**src/design/vsp_pkg.sv**
```systemverilog
// shared types, constants and parse step functions of the version string parser
// used by vsp_parse and version_string_parser; no dependencies

package vsp_pkg;

    // field limits of the accepted version format
    localparam int VSP_MAJOR_DIGITS    = 4;
    localparam int VSP_MINOR_DIGITS    = 2;
    localparam int VSP_REVISION_DIGITS = 2;
    localparam int VSP_LEVEL_DIGITS    = 3;

    localparam int VSP_VERSION_W = 41;

    // decimal weights of the packed version number
    localparam logic [VSP_VERSION_W-1:0] VSP_MAJOR_SCALE = 41'd100000000;
    localparam logic [19:0]              VSP_MINOR_SCALE = 20'd1000000;
    localparam logic [13:0]              VSP_REV_SCALE   = 14'd10000;
    localparam logic [9:0]               VSP_STAGE_SCALE = 10'd1000;
    localparam logic [9:0]               VSP_LEVEL_MAX   = 10'd255;

    // stage codes
    localparam logic [3:0] VSP_ST_NONE  = 4'd0;
    localparam logic [3:0] VSP_ST_DEV   = 4'd1;
    localparam logic [3:0] VSP_ST_ALPHA = 4'd3;
    localparam logic [3:0] VSP_ST_BETA  = 4'd5;
    localparam logic [3:0] VSP_ST_CAND  = 4'd7;
    localparam logic [3:0] VSP_ST_REL   = 4'd9;

    // character codes
    localparam logic [7:0] VSP_CH_NUL   = 8'h00;
    localparam logic [7:0] VSP_CH_TAB   = 8'h09;
    localparam logic [7:0] VSP_CH_LF    = 8'h0A;
    localparam logic [7:0] VSP_CH_CR    = 8'h0D;
    localparam logic [7:0] VSP_CH_SPACE = 8'h20;
    localparam logic [7:0] VSP_CH_DOT   = 8'h2E;
    localparam logic [7:0] VSP_CH_ZERO  = 8'h30;
    localparam logic [7:0] VSP_CH_NINE  = 8'h39;
    localparam logic [7:0] VSP_CH_A     = 8'h61;
    localparam logic [7:0] VSP_CH_B     = 8'h62;
    localparam logic [7:0] VSP_CH_C     = 8'h63;
    localparam logic [7:0] VSP_CH_D     = 8'h64;
    localparam logic [7:0] VSP_CH_F     = 8'h66;

    typedef enum logic [3:0] {
        PH_MAJ_FIRST,
        PH_MAJ,
        PH_MAJ_FULL,
        PH_MIN,
        PH_MIN_FULL,
        PH_REV,
        PH_REV_FULL,
        PH_STAGE,
        PH_NEED_DIGIT,
        PH_AFTER_F,
        PH_LVL,
        PH_LVL_FULL
    } t_vsp_phase;

    typedef struct packed {
        t_vsp_phase  phase;
        logic [2:0]  cnt;
        logic [13:0] major;
        logic [6:0]  minor;
        logic [6:0]  rev;
        logic [3:0]  stage;
        logic [9:0]  level;
        logic        settled;
        logic        err;
    } t_vsp_state;

    typedef struct packed {
        t_vsp_state st;
        logic       cont;
    } t_vsp_step;

    // finished parse of one string, handed to the arithmetic stages
    typedef struct packed {
        logic        ok;
        logic [13:0] major;
        logic [6:0]  minor;
        logic [6:0]  rev;
        logic [3:0]  stage;
        logic [7:0]  level;
    } t_vsp_fin;

    localparam t_vsp_state VSP_STATE_RST = '{
        phase:   PH_MAJ_FIRST,
        cnt:     3'd0,
        major:   14'd0,
        minor:   7'd0,
        rev:     7'd0,
        stage:   VSP_ST_NONE,
        level:   10'd0,
        settled: 1'b0,
        err:     1'b0
    };

    // level range check, candidate needs a nonzero level
    function automatic t_vsp_state vsp_settle(input t_vsp_state s);
        t_vsp_state r;
        r = s;
        if (s.level > VSP_LEVEL_MAX || (s.stage == VSP_ST_CAND && s.level == 10'd0)) begin
            r.err = 1'b1;
        end else begin
            r.settled = 1'b1;
        end
        return r;
    endfunction

    function automatic t_vsp_state vsp_settle_release(input t_vsp_state s);
        t_vsp_state r;
        r = s;
        r.stage = VSP_ST_REL;
        r.level = 10'd0;
        return vsp_settle(r);
    endfunction

    // one pass of the phase machine; cont asks for the same character again
    function automatic t_vsp_step vsp_step(input t_vsp_state s, input logic [7:0] c);
        t_vsp_step  r;
        logic       term;
        logic       dig;
        logic       letter;
        logic       dot;
        logic [3:0] d;
        logic [2:0] cnt_inc;
        r.st   = s;
        r.cont = 1'b0;
        term   = (c == VSP_CH_SPACE) || (c == VSP_CH_TAB) || (c == VSP_CH_CR) ||
                 (c == VSP_CH_LF) || (c == VSP_CH_NUL);
        dig    = (c >= VSP_CH_ZERO) && (c <= VSP_CH_NINE);
        d      = dig ? c[3:0] : 4'd0;
        letter = (c == VSP_CH_D) || (c == VSP_CH_A) || (c == VSP_CH_B) || (c == VSP_CH_F);
        dot    = (c == VSP_CH_DOT);
        cnt_inc = s.cnt + 3'd1;
        case (s.phase)
            PH_MAJ_FIRST: begin
                if (!dig) begin
                    r.st.err = 1'b1;
                end else begin
                    r.st.major = {10'd0, d};
                    r.st.cnt   = 3'd1;
                    r.st.phase = (3'd1 >= 3'(VSP_MAJOR_DIGITS)) ? PH_MAJ_FULL : PH_MAJ;
                end
            end
            PH_MAJ: begin
                if (term) begin
                    r.st = vsp_settle_release(s);
                end else if (dig) begin
                    r.st.major = s.major * 14'd10 + {10'd0, d};
                    r.st.cnt   = cnt_inc;
                    if (cnt_inc >= 3'(VSP_MAJOR_DIGITS)) r.st.phase = PH_MAJ_FULL;
                end else if (letter) begin
                    r.st.phase = PH_STAGE;
                    r.cont     = 1'b1;
                end else if (dot) begin
                    r.st.phase = PH_MIN;
                    r.st.cnt   = 3'd0;
                end else begin
                    r.st.err = 1'b1;
                end
            end
            PH_MAJ_FULL: begin
                if (dig) begin
                    r.st.err = 1'b1;
                end else begin
                    r.st.phase = PH_MIN;
                    r.st.cnt   = 3'd0;
                    r.cont     = !dot;
                end
            end
            PH_MIN: begin
                if (term) begin
                    r.st = vsp_settle_release(s);
                end else if (dig) begin
                    r.st.minor = s.minor * 7'd10 + {3'd0, d};
                    r.st.cnt   = cnt_inc;
                    if (cnt_inc >= 3'(VSP_MINOR_DIGITS)) r.st.phase = PH_MIN_FULL;
                end else if (letter) begin
                    r.st.phase = PH_STAGE;
                    r.cont     = 1'b1;
                end else if (dot) begin
                    r.st.phase = PH_REV;
                    r.st.cnt   = 3'd0;
                end else begin
                    r.st.err = 1'b1;
                end
            end
            PH_MIN_FULL: begin
                if (dig) begin
                    r.st.err = 1'b1;
                end else begin
                    r.st.phase = PH_REV;
                    r.st.cnt   = 3'd0;
                    r.cont     = !dot;
                end
            end
            PH_REV: begin
                if (term) begin
                    r.st = vsp_settle_release(s);
                end else if (dig) begin
                    r.st.rev = s.rev * 7'd10 + {3'd0, d};
                    r.st.cnt = cnt_inc;
                    if (cnt_inc >= 3'(VSP_REVISION_DIGITS)) r.st.phase = PH_REV_FULL;
                end else if (letter) begin
                    r.st.phase = PH_STAGE;
                    r.cont     = 1'b1;
                end else begin
                    r.st.err = 1'b1;
                end
            end
            PH_REV_FULL: begin
                if (dig) begin
                    r.st.err = 1'b1;
                end else begin
                    r.st.phase = PH_STAGE;
                    r.cont     = !dot;
                end
            end
            PH_STAGE: begin
                if (term) begin
                    r.st = vsp_settle_release(s);
                end else if (c == VSP_CH_D) begin
                    r.st.stage = VSP_ST_DEV;
                    r.st.phase = PH_NEED_DIGIT;
                end else if (c == VSP_CH_A) begin
                    r.st.stage = VSP_ST_ALPHA;
                    r.st.phase = PH_NEED_DIGIT;
                end else if (c == VSP_CH_B) begin
                    r.st.stage = VSP_ST_BETA;
                    r.st.phase = PH_NEED_DIGIT;
                end else if (c == VSP_CH_F) begin
                    r.st.stage = VSP_ST_CAND;
                    r.st.phase = PH_AFTER_F;
                end else begin
                    r.st.err = 1'b1;
                end
            end
            PH_NEED_DIGIT, PH_AFTER_F: begin
                if (dig) begin
                    r.st.level = {6'd0, d};
                    r.st.cnt   = 3'd1;
                    r.st.phase = (3'd1 >= 3'(VSP_LEVEL_DIGITS)) ? PH_LVL_FULL : PH_LVL;
                end else if (s.phase == PH_AFTER_F && c == VSP_CH_C) begin
                    r.st.phase = PH_NEED_DIGIT;
                end else begin
                    r.st.err = 1'b1;
                end
            end
            PH_LVL: begin
                if (term) begin
                    r.st = vsp_settle(s);
                end else if (dig) begin
                    r.st.level = s.level * 10'd10 + {6'd0, d};
                    r.st.cnt   = cnt_inc;
                    if (cnt_inc >= 3'(VSP_LEVEL_DIGITS)) r.st.phase = PH_LVL_FULL;
                end else begin
                    r.st.err = 1'b1;
                end
            end
            PH_LVL_FULL: begin
                if (term) begin
                    r.st = vsp_settle(s);
                end else begin
                    r.st.err = 1'b1;
                end
            end
            default: begin
                r.st.err = 1'b1;
            end
        endcase
        return r;
    endfunction

    // a character revisits at most three phases (full field, next field, stage)
    function automatic t_vsp_state vsp_take(input t_vsp_state s, input logic [7:0] c);
        t_vsp_step p1;
        t_vsp_step p2;
        t_vsp_step p3;
        p1 = vsp_step(s, c);
        p2 = p1.cont ? vsp_step(p1.st, c) : p1;
        p3 = p2.cont ? vsp_step(p2.st, c) : p2;
        return (s.settled || s.err) ? s : p3.st;
    endfunction

endpackage

```
**src/design/vsp_parse.sv**
```systemverilog
// character parser: phase machine state and the finished-parse register
// depends on vsp_pkg

module vsp_parse (
    input  logic                i_clk,
    input  logic                i_rst_n,
    input  logic                i_valid,
    input  logic [7:0]          i_char,
    input  logic                i_last,
    input  logic                i_fin_ready,
    input  logic                i_fin_pop,
    output logic                o_take,
    output logic                o_fin_valid,
    output vsp_pkg::t_vsp_fin   o_fin
);

    vsp_pkg::t_vsp_state r_state;
    vsp_pkg::t_vsp_state n_state;
    vsp_pkg::t_vsp_state n_end;
    logic                r_fin_valid;
    vsp_pkg::t_vsp_fin   r_fin;
    vsp_pkg::t_vsp_fin   n_fin;

    // a final character waits until the finished-parse register is free
    assign o_take = i_valid && (!i_last || i_fin_ready);

    always_comb begin
        n_state = vsp_pkg::vsp_take(r_state, i_char);
        // end of string acts as a terminator
        n_end   = vsp_pkg::vsp_take(n_state, vsp_pkg::VSP_CH_NUL);
        n_fin.ok = n_end.settled && !n_end.err;
        if (n_fin.ok) begin
            n_fin.major = n_end.major;
            n_fin.minor = n_end.minor;
            n_fin.rev   = n_end.rev;
            n_fin.stage = n_end.stage;
            n_fin.level = n_end.level[7:0];
        end else begin
            n_fin.major = '0;
            n_fin.minor = '0;
            n_fin.rev   = '0;
            n_fin.stage = vsp_pkg::VSP_ST_NONE;
            n_fin.level = '0;
        end
    end

    always_ff @(posedge i_clk) begin
        if (!i_rst_n) begin
            r_state     <= vsp_pkg::VSP_STATE_RST;
            r_fin_valid <= 1'b0;
        end else begin
            if (o_take) begin
                r_state <= i_last ? vsp_pkg::VSP_STATE_RST : n_state;
            end
            if (o_take && i_last) begin
                r_fin_valid <= 1'b1;
            end else if (i_fin_pop) begin
                r_fin_valid <= 1'b0;
            end
        end
    end

    always_ff @(posedge i_clk) begin
        if (o_take && i_last) begin
            r_fin <= n_fin;
        end
    end

    assign o_fin_valid = r_fin_valid;
    assign o_fin       = r_fin;

endmodule

```
**src/design/version_string_parser.sv**
```systemverilog
// top level of the version string parser: input register, parser, scaling and sum stages
// depends on vsp_pkg and vsp_parse

// Takes a version string one byte per transaction and returns one result transaction
// for the byte marked last. The format is major (1-4 digits), optional dot, minor (up to
// 2 digits), optional dot, revision (up to 2 digits), then an optional stage letter
// d, a, b, f or fc with a 1-3 digit level of at most 255. Space, tab, CR, LF, NUL or the
// end of the string end parsing; later bytes are ignored until the last one. A legal
// string gives major*1e8 + minor*1e6 + revision*1e4 + stage*1000 + level together with
// the separate parts; anything else gives version -1 and zero parts. One byte is taken
// every clock with no gaps between strings while o_stall is low. The result passes through
// the input register, then the parse step into the finished-parse register, the decimal
// scaling multipliers, and the final sum into the output register. Each stage holds while
// the next one is full, so the input keeps flowing into free stages while a result waits
// for the output side.

module version_string_parser (
    input  logic        i_clk,
    input  logic        i_rst_n,
    // input channel
    input  logic        i_valid,
    output logic        o_stall,
    input  logic [7:0]  i_char_code,
    input  logic        i_last_char,
    // result channel
    output logic        o_valid,
    input  logic        i_stall,
    output logic        o_valid_res,
    output logic signed [40:0] o_version,
    output logic [13:0] o_major_part,
    output logic [6:0]  o_minor_part,
    output logic [6:0]  o_revision_part,
    output logic [3:0]  o_stage_code,
    output logic [7:0]  o_stage_level
);

    // stage ready chain, output side first
    logic out_ready;
    logic prod_ready;
    logic fin_ready;

    // input register
    logic       r_in_valid;
    logic [7:0] r_in_char;
    logic       r_in_last;
    logic       in_take;
    logic       in_accept;

    // parser outputs
    logic              fin_valid;
    vsp_pkg::t_vsp_fin fin;

    // scaled products
    logic                              r_prod_valid;
    logic                              r_prod_ok;
    logic [vsp_pkg::VSP_VERSION_W-1:0] r_prod_major;
    logic [26:0]                       r_prod_minor;
    logic [20:0]                       r_prod_rev;
    logic [13:0]                       r_prod_low;
    vsp_pkg::t_vsp_fin                 r_prod_fin;

    // output register
    logic        r_out_valid;
    logic        r_out_ok;
    logic [40:0] r_out_version;
    logic [40:0] n_out_version;
    vsp_pkg::t_vsp_fin r_out_fin;

    assign out_ready  = !r_out_valid || !i_stall;
    assign prod_ready = !r_prod_valid || out_ready;
    assign fin_ready  = !fin_valid || prod_ready;

    // input register frees up when the parser takes its byte
    assign o_stall   = r_in_valid && !in_take;
    assign in_accept = i_valid && !o_stall;

    always_ff @(posedge i_clk) begin
        if (!i_rst_n) begin
            r_in_valid <= 1'b0;
        end else if (in_accept) begin
            r_in_valid <= 1'b1;
        end else if (in_take) begin
            r_in_valid <= 1'b0;
        end
    end

    always_ff @(posedge i_clk) begin
        if (in_accept) begin
            r_in_char <= i_char_code;
            r_in_last <= i_last_char;
        end
    end

    vsp_parse u_parse (
        .i_clk       (i_clk),
        .i_rst_n     (i_rst_n),
        .i_valid     (r_in_valid),
        .i_char      (r_in_char),
        .i_last      (r_in_last),
        .i_fin_ready (fin_ready),
        .i_fin_pop   (prod_ready),
        .o_take      (in_take),
        .o_fin_valid (fin_valid),
        .o_fin       (fin)
    );

    // decimal scaling, one constant multiplier each for major, minor, revision and stage
    always_ff @(posedge i_clk) begin
        if (!i_rst_n) begin
            r_prod_valid <= 1'b0;
        end else if (fin_valid && prod_ready) begin
            r_prod_valid <= 1'b1;
        end else if (out_ready) begin
            r_prod_valid <= 1'b0;
        end
    end

    always_ff @(posedge i_clk) begin
        if (fin_valid && prod_ready) begin
            r_prod_ok    <= fin.ok;
            r_prod_fin   <= fin;
            r_prod_major <= {27'd0, fin.major} * vsp_pkg::VSP_MAJOR_SCALE;
            r_prod_minor <= {20'd0, fin.minor} * {7'd0, vsp_pkg::VSP_MINOR_SCALE};
            r_prod_rev   <= {14'd0, fin.rev} * {7'd0, vsp_pkg::VSP_REV_SCALE};
            r_prod_low   <= {10'd0, fin.stage} * {4'd0, vsp_pkg::VSP_STAGE_SCALE}
                            + {6'd0, fin.level};
        end
    end

    // final sum, all ones for an invalid string
    always_comb begin
        if (r_prod_ok) begin
            n_out_version = r_prod_major + {14'd0, r_prod_minor} + {20'd0, r_prod_rev}
                            + {27'd0, r_prod_low};
        end else begin
            n_out_version = '1;
        end
    end

    always_ff @(posedge i_clk) begin
        if (!i_rst_n) begin
            r_out_valid <= 1'b0;
        end else if (r_prod_valid && out_ready) begin
            r_out_valid <= 1'b1;
        end else if (!i_stall) begin
            r_out_valid <= 1'b0;
        end
    end

    always_ff @(posedge i_clk) begin
        if (r_prod_valid && out_ready) begin
            r_out_ok      <= r_prod_ok;
            r_out_version <= n_out_version;
            r_out_fin     <= r_prod_fin;
        end
    end

    assign o_valid         = r_out_valid;
    assign o_valid_res     = r_out_ok;
    assign o_version       = $signed(r_out_version);
    assign o_major_part    = r_out_fin.major;
    assign o_minor_part    = r_out_fin.minor;
    assign o_revision_part = r_out_fin.rev;
    assign o_stage_code    = r_out_fin.stage;
    assign o_stage_level   = r_out_fin.level;

    // invalid result carries version -1, zero major part, no stage code and zero level
    a_invalid_form: assert property (@(posedge i_clk) disable iff (!i_rst_n)
        (o_valid && !o_valid_res) |-> ((&r_out_version) && o_major_part == 14'd0 &&
            o_stage_code == vsp_pkg::VSP_ST_NONE && o_stage_level == 8'd0))
        else $error("invalid result not in canonical form");

    // legal result always carries a real stage code
    a_stage_code: assert property (@(posedge i_clk) disable iff (!i_rst_n)
        (o_valid && o_valid_res) |-> (o_stage_code == vsp_pkg::VSP_ST_DEV ||
            o_stage_code == vsp_pkg::VSP_ST_ALPHA || o_stage_code == vsp_pkg::VSP_ST_BETA ||
            o_stage_code == vsp_pkg::VSP_ST_CAND || o_stage_code == vsp_pkg::VSP_ST_REL))
        else $error("legal result with bad stage code");

    // release has no level, candidate never level zero
    a_level_rules: assert property (@(posedge i_clk) disable iff (!i_rst_n)
        (o_valid && o_valid_res) |->
            ((o_stage_code != vsp_pkg::VSP_ST_REL || o_stage_level == 8'd0) &&
             (o_stage_code != vsp_pkg::VSP_ST_CAND || o_stage_level != 8'd0)))
        else $error("stage level rule broken");

    // a held product is not lost while the output register is blocked
    a_prod_hold: assert property (@(posedge i_clk) disable iff (!i_rst_n)
        (r_prod_valid && !out_ready) |=> (r_prod_valid && $stable(r_prod_major)))
        else $error("scaling stage dropped a result");

endmodule
```
**config.mk**
```make
export PLATFORM = sky130hd
export DESIGN_NAME = version_string_parser
export DESIGN_NICKNAME = d
export VERILOG_FILES = /design/src/design/vsp_pkg.sv /design/src/design/vsp_parse.sv /design/src/design/version_string_parser.sv
export SDC_FILE = /design/constraint.sdc
export NUM_CORES = 1
export LEC_CHECK = 0
export ABC_AREA = 1
export BUFFER_PORTS_ARGS = -buffer_cell sky130_fd_sc_hd__buf_2
export CAP_MARGIN = 20
export CORE_MARGIN = 2
export CORE_UTILIZATION = 60
export DETAILED_ROUTE_END_ITERATION = 6
export PLACE_DENSITY = 0.78
export SETUP_SLACK_MARGIN = 0.1
export SYNTH_ARGS = -nofsm -noshare
export SYNTH_HDL_FRONTEND = slang
export SYNTH_HIERARCHICAL = 1
export SYNTH_SLANG_ARGS = --single-unit
```
**constraint.sdc**
```tcl
create_clock -name i_clk -period 6.2 [get_ports i_clk]
set_clock_uncertainty 0.15 [all_clocks]
set_input_delay 0.62 -clock i_clk [delete_from_list [all_inputs] [get_ports i_clk]]
set_output_delay 0.62 -clock i_clk [all_outputs]
set_load 0.01 [all_outputs]
```
==> results.py <==
metrics = {
    "run_status": {
        "status": "finished clean",
    },
    "cts": {
        "path_clk_slew_ns": 0.06,
        "htree_levels": 2,
        "clock_path_buffers": 3,
        "clock_latency_ns": 0.56,
        "cts_tree": "yes",
        "cts_setup_buffers": 0,
        "ctsHoldBuffers": 0,
        "ctsResizeCount": 0,
        "clock-sinks": 298,
        "clockRootBuffer": "clkbuf_16",
        "numCtsBuffers": 36,
    },
    "worst_setup_path": {
        "start_kind": "flip-flop",
        "worstSetupPathType": "reg -> reg",
        "cp-end-kind": "flip-flop",
        "reg2reg_from": "u_parse/o_fin[28]",
        "required_ns": 6.36,
        "cp.arrival_ns": 5.81,
        "path_max_fanout": 5,
        "reg2reg_depth": 19,
        "crit_path_start": "u_parse/o_fin[28]",
    },
    "floorplanning": {
        "start_util_pct": 60.5,
        "rows": 76,
        "die_area_um2": 44900,
        "core_area_um2": 42900,
        "io_pins": 97,
        "die_h_um": 212,
        "die_w_um": 212,
    },
    "timing": {
        "finalCritPeriodShare_pct": 91.2,
        "tns_ns": 0,
        "setup_viol": 0,
        "max_slew_margin_pct": 30.4,
        "rsz0062_at_grt": "no",
        "hold_viol_final": 0,
        "fin_crit_ns": 5.66,
        "fin_ws_ns": 0.544,
        "tightest_slew_ns": 1.04,
        "clock.fmax_mhz": 177,
        "slew_viol_final": 0,
    },
    "pwr": {
        "irDropWorstVdd_mv": 0.179,
        "clkPwrFrac_pct": 29.3,
        "intPower_mw": 4.61,
        "swShare_pct": 37.4,
        "seq_power_share_pct": 32.8,
        "p_leak_nw": 13.5,
        "total_power_mw": 7.37,
        "p_sw_mw": 2.76,
        "power_density_nw_per_um2": 261,
        "combPwrFrac_pct": 37.9,
    },
    "route": {
        "avgRoutedWirePerCell_um": 17.0,
        "drtAntennaViolNets": 0,
        "vias": 20785,
        "drc": 0,
        "via_per_inst": 5.55,
        "routed_wl_mm": 63.5,
        "drt_pass1_iterations": 5,
        "first_iter_violations": 1622,
    },
    "logic_synthesis": {
        "yosysUniqueCellTypes": 62,
        "ys_seq_area_share_pct": 32.4,
        "synth-seq-cells": 298,
        "syn_avg_cell_area_um2": 8.54,
        "synth_area_um2": 25900,
        "synth.top_cell.area_share_pct": 28.1,
        "synth_edf_count": 243,
        "synth_fp_nets": 3507,
        "synth.area.top_cells": "edfxtp_1 28%, ha_1 15%, fa_1 11%",
        "ys_warn_count": 6,
        "yosysTopAreaCell": "edfxtp_1",
        "synth_ff_type": "edfxtp_1",
        "synth-async-reset-ratio_pct": 0,
        "netlist_instances": 3037,
    },
    "worst_hold_path": {
        "hold_start": "i_char_code[5]",
        "worst_hold_path.num_cells": 1,
        "min_path_type": "in -> reg",
    },
    "global_routing": {
        "busiest_layer": "met2",
        "antenna_found_initial": 0,
        "met3_usage_pct": 3.95,
        "track_usage_pct": 28.9,
        "grtUsageMet2_pct": 49.1,
        "grt_start_max_net_pins": 73,
        "grt_pass1_vias": 20270,
        "grt_pass1_wl_mm": 103,
        "grt_overflow": 0,
        "use_met1_pct": 38.3,
    },
    "place": {
        "portBuffers": 96,
        "placed_cell_area_um2": 27000,
        "place.detailed.hpwl_mm": 49.7,
        "pre_cts_ws_ns": 0.553,
        "place.gp.congestion": 0.994,
    },
    "cells_and_area": {
        "seq_area_um2": 8400,
        "diodes": 0,
        "final_cell_area_um2": 28200,
        "post-route-util_pct": 65.7,
        "area_growth_pct": 8.69,
        "multi_input_area_um2": 15300,
        "nNetsFinal": 3601,
        "nFillCells": 3555,
        "final_common_cell": "nand2_1",
        "final_cell_mix": "620 x nand2_1, 497 x inv_1, 314 x ha_1",
        "layout-drive-gt1-share_pct": 9.97,
    },
    "flow_run": {
        "maxCapViolCount": 0,
    },
}
power groups by stage:
stage	Clock (mW)	Combinational [mW]	Sequential, mW
2_1_floorplan	0	2.09	2.43
3_3_place_gp	0	2.71	2.46
3_5_place_dp	0	2.75	2.46
4_1_cts	2.21	2.79	2.42
5_1_grt	2.27	3.18	2.42
6_report	2.16	2.79	2.42
cells by family (layout without fill, tap and decap cells):
| logic type | Yosys count | after routing | synth area share (%) |
|---|---|---|---|
| multiplexers | 2 | 2 | 0.0772 |
| AO/OA/AOI/OAI | 416 | 416 | 9.32 |
| flip-flops | 298 | 298 | 32.4 |
| buffers and inverters | 580 | 701 | 8.70 |
| AND/OR/NAND/NOR | 1201 | 1201 | 20.5 |
| adder cells (fa/ha/maj) | 457 | 457 | 26.2 |
| XOR/XNOR | 83 | 83 | 2.83 |
stage by stage:
step	hold slack [ns]	std cells
2_1_floorplan	0.250	3037
3_3_place_gp	0.250	3678
3_5_place_dp	0.256	3678
4_1_cts	0.0577	3743
5_1_grt	0.0669	3743
6_report	0.0917	3743
critical path: stages, from the launching register on:
cell      delay [ns]
edfxtp_1        0.48
fa_1            0.65
inv_1           0.10
fa_1            0.51
inv_1           0.07
fa_1            0.53
fa_1            0.44
fa_1            0.56
inv_1           0.05
fa_1            0.49
inv_1           0.04
ha_1            0.35
a21oi_1         0.21
nor2_1          0.07
nor2_1          0.15
o21bai_1        0.13
a21oi_1         0.23
nand2_1         0.10
nand2_1         0.07
nand2_1         0.04
path summary, 6_finish.rpt:
kind                            slack [ns]               end
worst max-delay path                  0.54  r_prod_major[39]
worst min-delay path                  0.09      r_in_char[5]
worst max register to register        0.54  r_prod_major[39]
worst min register to register        0.27         r_prod_ok
layer usage:
layer	routed length [µm]	up-vias
met5	0	-
met4	2010	0
met3	3380	136
met2	30500	607
met1	27600	9857
li1	-	10185
flip-flops by register name (all words and copies together), names as in the netlist:
signal	count
u_parse/r_state	51
o_version	41
u_parse/o_fin	41
r_prod_fin	37
r_prod_major	28
r_prod_minor	18
o_major_part	14
r_prod_low	14
r_prod_rev	13
o_stage_level	8
r_in_char	8
o_minor_part	7
o_revision_part	7
o_stage_code	4
o_valid	1
o_valid_res	1
r_in_last	1
r_in_valid	1
r_prod_ok	1
r_prod_valid	1
u_parse/o_fin_valid	1
cell type report:
type / instances / share of cell area [%]
repair buffers: 107 / 2.00
well taps: 585 / 2.60
clock inverters: 21 / 0.759
multi-input cells: 2159 / 54.3
clock buffers: 44 / 3.52
inverters: 529 / 7.06
flip-flops and latches: 298 / 29.8
cells in the mapped netlist, types with 23 or more instances:
master	number
nor2_2	30
o21ai_0	130
clkbuf_1	37
inv_2	26
fa_1	143
nand3_1	168
xnor2_1	25
edfxtp_1	243
dfxtp_1	55
nand4_1	32
inv_1	499
o22ai_1	23
xor2_1	57
ha_1	314
or2_2	30
a21oi_1	143
nor2_1	229
nor3_1	23
nand2_1	620
No activity file was read; power rests on OpenSTA's default activity.
